### config.mk
export PLATFORM = sky130hd
export DESIGN_NAME = crc8_byte_frame_builder
export DESIGN_NICKNAME = d
export VERILOG_FILES = /design/src/rtl/c8fb_pkg.sv /design/src/rtl/c8fb_front.sv /design/src/rtl/c8fb_fifo.sv /design/src/rtl/c8fb_back.sv /design/src/rtl/crc8_byte_frame_builder.sv
export SDC_FILE = /design/constraint.sdc
export NUM_CORES = 1
export LEC_CHECK = 0
export ABC_AREA = 1
export BUFFER_PORTS_ARGS = -buffer_cell sky130_fd_sc_hd__buf_2
export CAP_MARGIN = 20
export CORE_ASPECT_RATIO = 0.6
export CORE_MARGIN = 4
export CORE_UTILIZATION = 57
export DETAILED_ROUTE_END_ITERATION = 16
export HOLD_SLACK_MARGIN = 0.1
export PLACE_DENSITY_LB_ADDON = 0.3
export SYNTH_ARGS = -nofsm -noshare
export SYNTH_HDL_FRONTEND = slang
export SYNTH_HIERARCHICAL = 1
export SYNTH_SLANG_ARGS = --single-unit
### constraint.sdc
create_clock -name i_clk -period 3.4 [get_ports i_clk]
set_clock_uncertainty 0.2 [all_clocks]
set_input_delay 0.68 -clock i_clk [delete_from_list [all_inputs] [get_ports i_clk]]
set_output_delay 0.68 -clock i_clk [all_outputs]
set_load 0.05 [all_outputs]
### src/rtl/c8fb_pkg.sv
package c8fb_pkg;

    localparam int MAX_PAYLOAD = 28;
    localparam int BL_W        = $clog2(MAX_PAYLOAD + 1);
    localparam int QDEPTH      = 4;
    localparam int QAW         = $clog2(QDEPTH);
    localparam int QCW         = $clog2(QDEPTH + 1);

    localparam logic [7:0] CRC_POLY_REF   = 8'h8C;
    localparam logic [7:0] START_MARK_RST = 8'hAA;
    localparam logic [7:0] END_MARK_RST   = 8'hAD;

    localparam logic       CMD_START = 1'b0;
    localparam logic       CMD_DATA  = 1'b1;

    localparam logic [1:0] ST_OK       = 2'd0;
    localparam logic [1:0] ST_TOO_LONG = 2'd1;
    localparam logic [1:0] ST_NO_FRAME = 2'd2;

    localparam logic       REG_START_MARKER = 1'b0;
    localparam logic       REG_END_MARKER   = 1'b1;

    typedef enum logic [1:0] {
        K_ERR_LEN   = 2'd0,
        K_ERR_NOFRM = 2'd1,
        K_START     = 2'd2,
        K_DATA      = 2'd3
    } t_kind;

    // start: a/b = length hi/lo, last = empty frame
    // data:  a = payload byte, b = crc after it, last = closes frame
    typedef struct packed {
        t_kind      kind;
        logic       last;
        logic [7:0] a;
        logic [7:0] b;
    } t_job;

    function automatic logic [7:0] crc_fold(input logic [7:0] crc, input logic [7:0] b);
        logic [7:0] c;
        c = crc ^ b;
        for (int k = 0; k < 8; k++) begin
            if (c[0]) begin
                c = (c >> 1) ^ CRC_POLY_REF;
            end else begin
                c = c >> 1;
            end
        end
        return c;
    endfunction

    function automatic logic [2:0] job_last_idx(input t_job j);
        logic [2:0] r;
        case (j.kind)
            K_START: r = j.last ? 3'd4 : 3'd2;
            K_DATA:  r = j.last ? 3'd2 : 3'd0;
            default: r = 3'd0;
        endcase
        return r;
    endfunction

endpackage

### src/rtl/c8fb_front.sv
module c8fb_front (
    input  logic                 i_clk,
    input  logic                 i_rst_n,
    input  logic                 i_accept,
    input  logic                 i_command,
    input  logic [15:0]          i_frame_length,
    input  logic [7:0]           i_data_byte,
    output c8fb_pkg::t_job       o_job
);
    import c8fb_pkg::*;

    logic            r_open, n_open;
    logic [BL_W-1:0] r_left, n_left;
    logic [7:0]      r_crc, n_crc;

    always_comb begin
        n_open = r_open;
        n_left = r_left;
        n_crc  = r_crc;
        o_job  = '{kind: K_ERR_NOFRM, last: 1'b0, a: 8'h00, b: 8'h00};
        if (i_command == CMD_START) begin
            n_open = 1'b0;
            n_left = '0;
            if (i_frame_length > 16'(MAX_PAYLOAD)) begin
                o_job.kind = K_ERR_LEN;
            end else begin
                n_crc      = 8'h00;
                o_job.kind = K_START;
                o_job.a    = i_frame_length[15:8];
                o_job.b    = i_frame_length[7:0];
                o_job.last = (i_frame_length == 16'd0);
                if (i_frame_length != 16'd0) begin
                    n_left = i_frame_length[BL_W-1:0];
                    n_open = 1'b1;
                end
            end
        end else if (r_open) begin
            n_crc      = crc_fold(r_crc, i_data_byte);
            n_left     = (r_left != '0) ? r_left - 1'b1 : r_left;
            o_job.kind = K_DATA;
            o_job.a    = i_data_byte;
            o_job.b    = n_crc;
            o_job.last = (n_left == '0);
            if (n_left == '0) begin
                n_open = 1'b0;
            end
        end
    end

    always_ff @(posedge i_clk) begin
        if (!i_rst_n) begin
            r_open <= 1'b0;
            r_left <= '0;
            r_crc  <= 8'h00;
        end else if (i_accept) begin
            r_open <= n_open;
            r_left <= n_left;
            r_crc  <= n_crc;
        end
    end

endmodule

### src/rtl/c8fb_fifo.sv
module c8fb_fifo (
    input  logic            i_clk,
    input  logic            i_rst_n,
    input  logic            i_push,
    input  c8fb_pkg::t_job  i_data,
    output logic            o_full,
    input  logic            i_pop,
    output logic            o_empty,
    output c8fb_pkg::t_job  o_data
);
    import c8fb_pkg::*;

    t_job           r_mem [QDEPTH];
    logic [QAW-1:0] r_wp, r_rp;
    logic [QCW-1:0] r_cnt;

    assign o_full  = (r_cnt == QCW'(QDEPTH));
    assign o_empty = (r_cnt == '0);
    assign o_data  = r_mem[r_rp];

    always_ff @(posedge i_clk) begin
        if (i_push) begin
            r_mem[r_wp] <= i_data;
        end
    end

    always_ff @(posedge i_clk) begin
        if (!i_rst_n) begin
            r_wp  <= '0;
            r_rp  <= '0;
            r_cnt <= '0;
        end else begin
            if (i_push) begin
                r_wp <= (r_wp == QAW'(QDEPTH - 1)) ? '0 : r_wp + 1'b1;
            end
            if (i_pop) begin
                r_rp <= (r_rp == QAW'(QDEPTH - 1)) ? '0 : r_rp + 1'b1;
            end
            case ({i_push, i_pop})
                2'b10:   r_cnt <= r_cnt + 1'b1;
                2'b01:   r_cnt <= r_cnt - 1'b1;
                default: r_cnt <= r_cnt;
            endcase
        end
    end

endmodule

### src/rtl/c8fb_back.sv
module c8fb_back (
    input  logic            i_clk,
    input  logic            i_rst_n,
    input  logic            i_empty,
    input  c8fb_pkg::t_job  i_job,
    output logic            o_pop,
    input  logic [7:0]      i_start_marker,
    input  logic [7:0]      i_end_marker,
    output logic            o_out_valid,
    input  logic            i_out_ready,
    output logic [7:0]      o_out_byte,
    output logic            o_frame_end,
    output logic [1:0]      o_status
);
    import c8fb_pkg::*;

    logic       r_vld;
    logic [2:0] r_idx;
    logic [7:0] r_byte, n_byte;
    logic       r_end, n_end;
    logic [1:0] r_st, n_st;
    logic       w_load, w_lastb;

    assign w_load  = !i_empty && (!r_vld || i_out_ready);
    assign w_lastb = (r_idx == job_last_idx(i_job));
    assign o_pop   = w_load && w_lastb;

    always_comb begin
        n_byte = 8'h00;
        n_end  = 1'b0;
        n_st   = ST_OK;
        case (i_job.kind)
            K_ERR_LEN:   n_st = ST_TOO_LONG;
            K_ERR_NOFRM: n_st = ST_NO_FRAME;
            K_START: begin
                case (r_idx)
                    3'd0:    n_byte = i_start_marker;
                    3'd1:    n_byte = i_job.a;
                    3'd2:    n_byte = i_job.b;
                    3'd3:    n_byte = 8'h00;
                    default: begin
                        n_byte = i_end_marker;
                        n_end  = 1'b1;
                    end
                endcase
            end
            default: begin
                case (r_idx)
                    3'd0:    n_byte = i_job.a;
                    3'd1:    n_byte = i_job.b;
                    default: begin
                        n_byte = i_end_marker;
                        n_end  = 1'b1;
                    end
                endcase
            end
        endcase
    end

    always_ff @(posedge i_clk) begin
        if (!i_rst_n) begin
            r_vld <= 1'b0;
            r_idx <= '0;
        end else begin
            if (w_load) begin
                r_vld <= 1'b1;
                r_idx <= w_lastb ? 3'd0 : r_idx + 1'b1;
            end else if (i_out_ready) begin
                r_vld <= 1'b0;
            end
        end
    end

    always_ff @(posedge i_clk) begin
        if (w_load) begin
            r_byte <= n_byte;
            r_end  <= n_end;
            r_st   <= n_st;
        end
    end

    assign o_out_valid = r_vld;
    assign o_out_byte  = r_byte;
    assign o_frame_end = r_end;
    assign o_status    = r_st;

endmodule

### src/rtl/crc8_byte_frame_builder.sv
// channel  dir  handshake                 payload
// in       in   i_in_valid / o_in_ready   i_command, i_frame_length, i_data_byte
// out      out  o_out_valid / i_out_ready o_out_byte, o_frame_end, o_status
// cfg      in   psel/penable/pwrite       paddr, pwdata, prdata, pready
//
// One item is taken per cycle while the 4-entry job queue has room.
// The back end sends one byte per cycle unless the output stalls or the queue is empty:
// an item yields 1, 3 or 5 bytes, so sustained rate is set by the output serializer.
// Items pass the job queue, then the output register. Synchronous active-low reset.
// Output stall backs up the queue; input stalls only when the queue is full.
module crc8_byte_frame_builder (
    input  logic        i_clk,
    input  logic        i_rst_n,
    input  logic        i_in_valid,
    output logic        o_in_ready,
    input  logic        i_command,
    input  logic [15:0] i_frame_length,
    input  logic [7:0]  i_data_byte,
    output logic        o_out_valid,
    input  logic        i_out_ready,
    output logic [7:0]  o_out_byte,
    output logic        o_frame_end,
    output logic [1:0]  o_status,
    input  logic        psel,
    input  logic        penable,
    input  logic        pwrite,
    input  logic [2:0]  paddr,
    input  logic [31:0] pwdata,
    output logic [31:0] prdata,
    output logic        pready
);
    import c8fb_pkg::*;

    logic [7:0] r_smark, r_emark;
    t_job       w_job_in, w_job_out;
    logic       w_full, w_empty, w_pop, w_accept;

    assign pready     = 1'b1;
    assign o_in_ready = !w_full;
    assign w_accept   = i_in_valid && o_in_ready;

    always_ff @(posedge i_clk) begin
        if (!i_rst_n) begin
            r_smark <= START_MARK_RST;
            r_emark <= END_MARK_RST;
        end else if (psel && penable && pwrite && pready) begin
            if (paddr[2] == REG_START_MARKER) begin
                r_smark <= pwdata[7:0];
            end else begin
                r_emark <= pwdata[7:0];
            end
        end
    end

    assign prdata = {24'h0, (paddr[2] == REG_END_MARKER) ? r_emark : r_smark};

    c8fb_front u_front (
        .i_clk          (i_clk),
        .i_rst_n        (i_rst_n),
        .i_accept       (w_accept),
        .i_command      (i_command),
        .i_frame_length (i_frame_length),
        .i_data_byte    (i_data_byte),
        .o_job          (w_job_in)
    );

    c8fb_fifo u_fifo (
        .i_clk   (i_clk),
        .i_rst_n (i_rst_n),
        .i_push  (w_accept),
        .i_data  (w_job_in),
        .o_full  (w_full),
        .i_pop   (w_pop),
        .o_empty (w_empty),
        .o_data  (w_job_out)
    );

    c8fb_back u_back (
        .i_clk          (i_clk),
        .i_rst_n        (i_rst_n),
        .i_empty        (w_empty),
        .i_job          (w_job_out),
        .o_pop          (w_pop),
        .i_start_marker (r_smark),
        .i_end_marker   (r_emark),
        .o_out_valid    (o_out_valid),
        .i_out_ready    (i_out_ready),
        .o_out_byte     (o_out_byte),
        .o_frame_end    (o_frame_end),
        .o_status       (o_status)
    );

`ifndef ASSERT_OFF
    a_end_ok: assert property (@(posedge i_clk) disable iff (!i_rst_n)
        (o_out_valid && o_frame_end) |-> (o_status == ST_OK))
        else $error("frame end with error status");
    a_err_zero: assert property (@(posedge i_clk) disable iff (!i_rst_n)
        (o_out_valid && o_status != ST_OK) |-> (o_out_byte == 8'h00 && !o_frame_end))
        else $error("error result carries data");
    a_rst_idle: assert property (@(posedge i_clk)
        $past(!i_rst_n) |-> (!o_out_valid && o_in_ready))
        else $error("not idle after reset");
    a_pop_nonempty: assert property (@(posedge i_clk) disable iff (!i_rst_n)
        w_pop |-> !w_empty)
        else $error("queue pop while empty");
`endif

endmodule

==> qor.csv <==
stage;metric;value;unit
clock_network;htreeDepth;4;
final_layout;drive_gt1_share;17.3;%
yosys;synth_cells;815;
timing;period_share;88.8;%
global_routing;grt_pass1_wl;25700;um
floorplan;core;11600;um2
outcome;status;finished, final reports clean;
yosys;postSynthAreaPerCell;8.45;um2
power;p_int;0.00388;W
yosys;yosysSeqAreaShare;50.4;%
drt;drt_iter0_drc;610;
place;dp.cells;1025;
power;power.density;838;nW/um2
global_routing;antenna_found_initial;0;
clock_network;clk_latency;410;ps
yosys;netlist_area;6890;um2
power;switching_share;40.8;%
timing;fin_crit;3020;ps
drt;vias;5674;
place;hpwl;11400;um
timing;slew_headroom;41.5;%
timing;rsz0062_at_grt;no;
worst_setup_path;worst_setup_path_start_kind;flip-flop;
global_routing;grt.total_usage;23.5;%
floorplan;rows;30;
floorplan;ios;113;
timing;hold_viol_final;0;
hold_path;hold_path_end;u_front/r_crc[7];
global_routing;grt_overflow;0;
timing;setup_viol;0;
drt;antenna_left;0;
power;p_comb_share;39.3;%
timing;worstMarginPinSlew;877;ps
yosys;synth_top_area_share;37.9;%
drt;drtPass1Iterations;6;
final_layout;stdcell_count;1057;
floorplan;die_h;93.1;um
timing;finalMaxSlewViolations;0;
yosys;synth_warnings;6;
global_routing;grt_max_degree;31;
drt;viasPerCell;5.37;
yosys;synthDistinctLibCells;41;
power;power_leakage;3.53;nW
place;gp_congestion;0.905;
clock_network;cts.sinks;130;
floorplan;initial_core_util;59.6;%
drt;drt-total-wl;16300;um
yosys;ys_ff_latch;130;
place;portBuffers;61;
run;max_cap_violations;0;
final_layout;nets;964;
worst_setup_path;critPathCaptureType;flip-flop;
worst_setup_path;r2r_slack;380;ps
clock_network;cts_hold_buffers;0;
power;ir_worst_vdd;0.000644;V
clock_network;clk_pin_slew;60;ps
yosys;synth_top_cell_by_area;edfxtp_1;
worst_setup_path;r2r_end;u_fifo/r_cnt[1];
worst_setup_path;crit_arrival;3160;ps
power;netSwitchingPower;0.00267;W
hold_path;worstHoldPathCells;2;
final_layout;area_growth;13.7;%
worst_setup_path;rr_worst_depth;11;
clock_network;numCtsBuffers;17;
clock_network;ctsLongestPathBuffers;2;
worst_setup_path;worstPathRequired;3540;ps
worst_setup_path;cp_max_fo;9;
worst_setup_path;critPathKind;flip-flop to flip-flop;
yosys;synthTopCellsByArea;edfxtp_1 38%, dfxtp_1 13%, nand2_1 11%, nor2_1 5.6%, inv_1 4.9%;
timing;setup-tns-final;0;ps
timing;maxClockFrequency;331;MHz
drt;drc;0;
final_layout;antenna_cells;0;
power;pwr-share-clk;27.9;%
yosys;ys_async_sr_fraction;0;%
yosys;synth_edf_count;87;
global_routing;grt_pass1_vias;5250;
drt;wl_per_cell;15.4;um
clock_network;cts_tree;done;
hold_path;min_path_type;flip-flop to flip-flop;
floorplan;dieArea;14000;um2
power;pwr-share-seq;32.8;%
floorplan;die_x;150;um
yosys;synth_ff_type;edfxtp_1;
hold_path;worstHoldStart;u_front/r_crc[7];
clock_network;root_buffer;clkbuf_16;
-- cell usage in the layout (no fill, tap or decap), types with 8 or more instances in the layout --
cell / synthesis / layout
a21oi_1: 16 / 16
buf_2: 6 / 61
buf_4: 28 / 11
clkbuf_16: 0 / 19
conb_1: 2 / 25
dfxtp_1: 43 / 42
edfxtp_1: 87 / 87
ha_1: 12 / 12
inv_1: 90 / 90
nand2_1: 197 / 197
nand2_2: 13 / 13
nand3_1: 45 / 45
nor2_1: 102 / 102
nor2_2: 9 / 9
nor3_1: 8 / 8
o21ai_0: 63 / 63
o22ai_1: 28 / 28
-- cells by family after synthesis --
kind of cell / count (synthesis) / share of synthesized area (%)
buffers and inverters: 145 / 10.6
AOI/OAI and AO/OA: 122 / 9.67
xor gates and xnor gates: 11 / 1.51
and+or+nand+nor: 392 / 25.2
other: 2 / 0.109
DFF: 130 / 50.4
adders and majority gates: 13 / 2.47
-- cell type report --
class / count / area, um2
Timing Repair Buffer: 72 / 388
Inverter: 100 / 385
Sequential cell: 130 / 3470
Clock buffer: 22 / 517
Tap cell: 160 / 200
Clock inverter: 10 / 93.8
Fill cell: 886 / 3730
Multi-Input combinational cell: 563 / 2770
-- worst max-delay path, stage by stage, from the launching register on --
cell     delay [ps]
dfxtp_1         510
o21ai_0         170
o22ai_1         420
inv_1           140
nor2_4          280
nand3_1         160
nand3_1         140
nor2_2           60
ha_1            200
inv_1           100
fa_1            420
a21oi_1         160
-- timing repair --
item,in CTS,in global routing
setup buffers,0,0
setup endpoints to repair,0,2
gates resized for setup,0,1
-- worst max-delay path by stage --
stage / startpoint / end / slack (ps) / cells after the start
3_5_place_dp: flip-flop / u_fifo/r_cnt[2] / 270 / 16
2_1_floorplan: flip-flop / u_fifo/r_cnt[2] / 610 / 20
3_3_place_gp: flip-flop / u_fifo/r_cnt[2] / 480 / 16
6_report: flip-flop / u_fifo/r_cnt[1] / 380 / 11
4_1_cts: flip-flop / u_fifo/r_cnt[1] / 240 / 11
5_1_grt: flip-flop / u_fifo/r_cnt[2] / 140 / 16
-- cell usage after synthesis, types with 6 or more instances --
| library cell | n |
|---|---|
| buf_2 | 6 |
| inv_1 | 90 |
| nand3_1 | 45 |
| nor3_1 | 8 |
| ha_1 | 12 |
| inv_2 | 6 |
| buf_6 | 6 |
| dfxtp_1 | 43 |
| a21oi_1 | 16 |
| nor2_1 | 102 |
| xor2_1 | 6 |
| o22ai_1 | 28 |
| o21ai_1 | 6 |
| nand2_1 | 197 |
| nor2_2 | 9 |
| nand2_2 | 13 |
| buf_4 | 28 |
| o21ai_0 | 63 |
| edfxtp_1 | 87 |
-- flip-flops by register name (all words and copies together), names as in the netlist, 2 cells and up, named ones only --
| signal | count |
|---|---|
| u_fifo/r_cnt | 3 |
| u_front/r_left | 5 |
| u_front/r_crc | 8 |
| u_fifo/r_rp | 2 |
| u_back/r_idx | 3 |
| u_fifo/r_wp | 2 |
| u_fifo/r_mem | 76 |
| u_back/o_status | 2 |
| u_back/o_out_byte | 8 |
| r_emark | 8 |
| r_smark | 8 |
-- power groups by stage --
stage | Sequential [W] | Clock (W) | Combinational [W]
2_1_floorplan | 0.00239 | 0 | 0.00171
4_1_cts | 0.00215 | 0.00184 | 0.00254
6_report | 0.00215 | 0.00183 | 0.00258
3_3_place_gp | 0.00216 | 0 | 0.00237
3_5_place_dp | 0.00218 | 0 | 0.00248
5_1_grt | 0.00218 | 0.00192 | 0.00284
-- layer usage --
metal / share of wire, % / GRT usage (%) / vias to the layer above / wire, um
met5: 0 / 0 / - / 0
met4: 1.6 / 7.76 / 0 / 262
met3: 9.4 / 4.99 / 31 / 1530
met2: 46 / 36.1 / 270 / 7460
met1: 43 / 33.4 / 2617 / 7040
li1: - / - / 2756 / -
-- through the flow --
stage | cell area, um2 | worst slack (ps) | util, % | hold WS [ps] | power, W
floorplan | 6970 | 611 | - | 250 | 0.00410
global placement | 7210 | 485 | 62.4 | 266 | 0.00454
detailed placement | 7210 | 265 | 62.4 | 276 | 0.00466
CTS | 7830 | 240 | 67.7 | 285 | 0.00653
global route | 7830 | 140 | 67.7 | 300 | 0.00693
finish | 7830 | 380 | 67.7 | 283 | 0.00656
(Power assumes the default switching activity.)
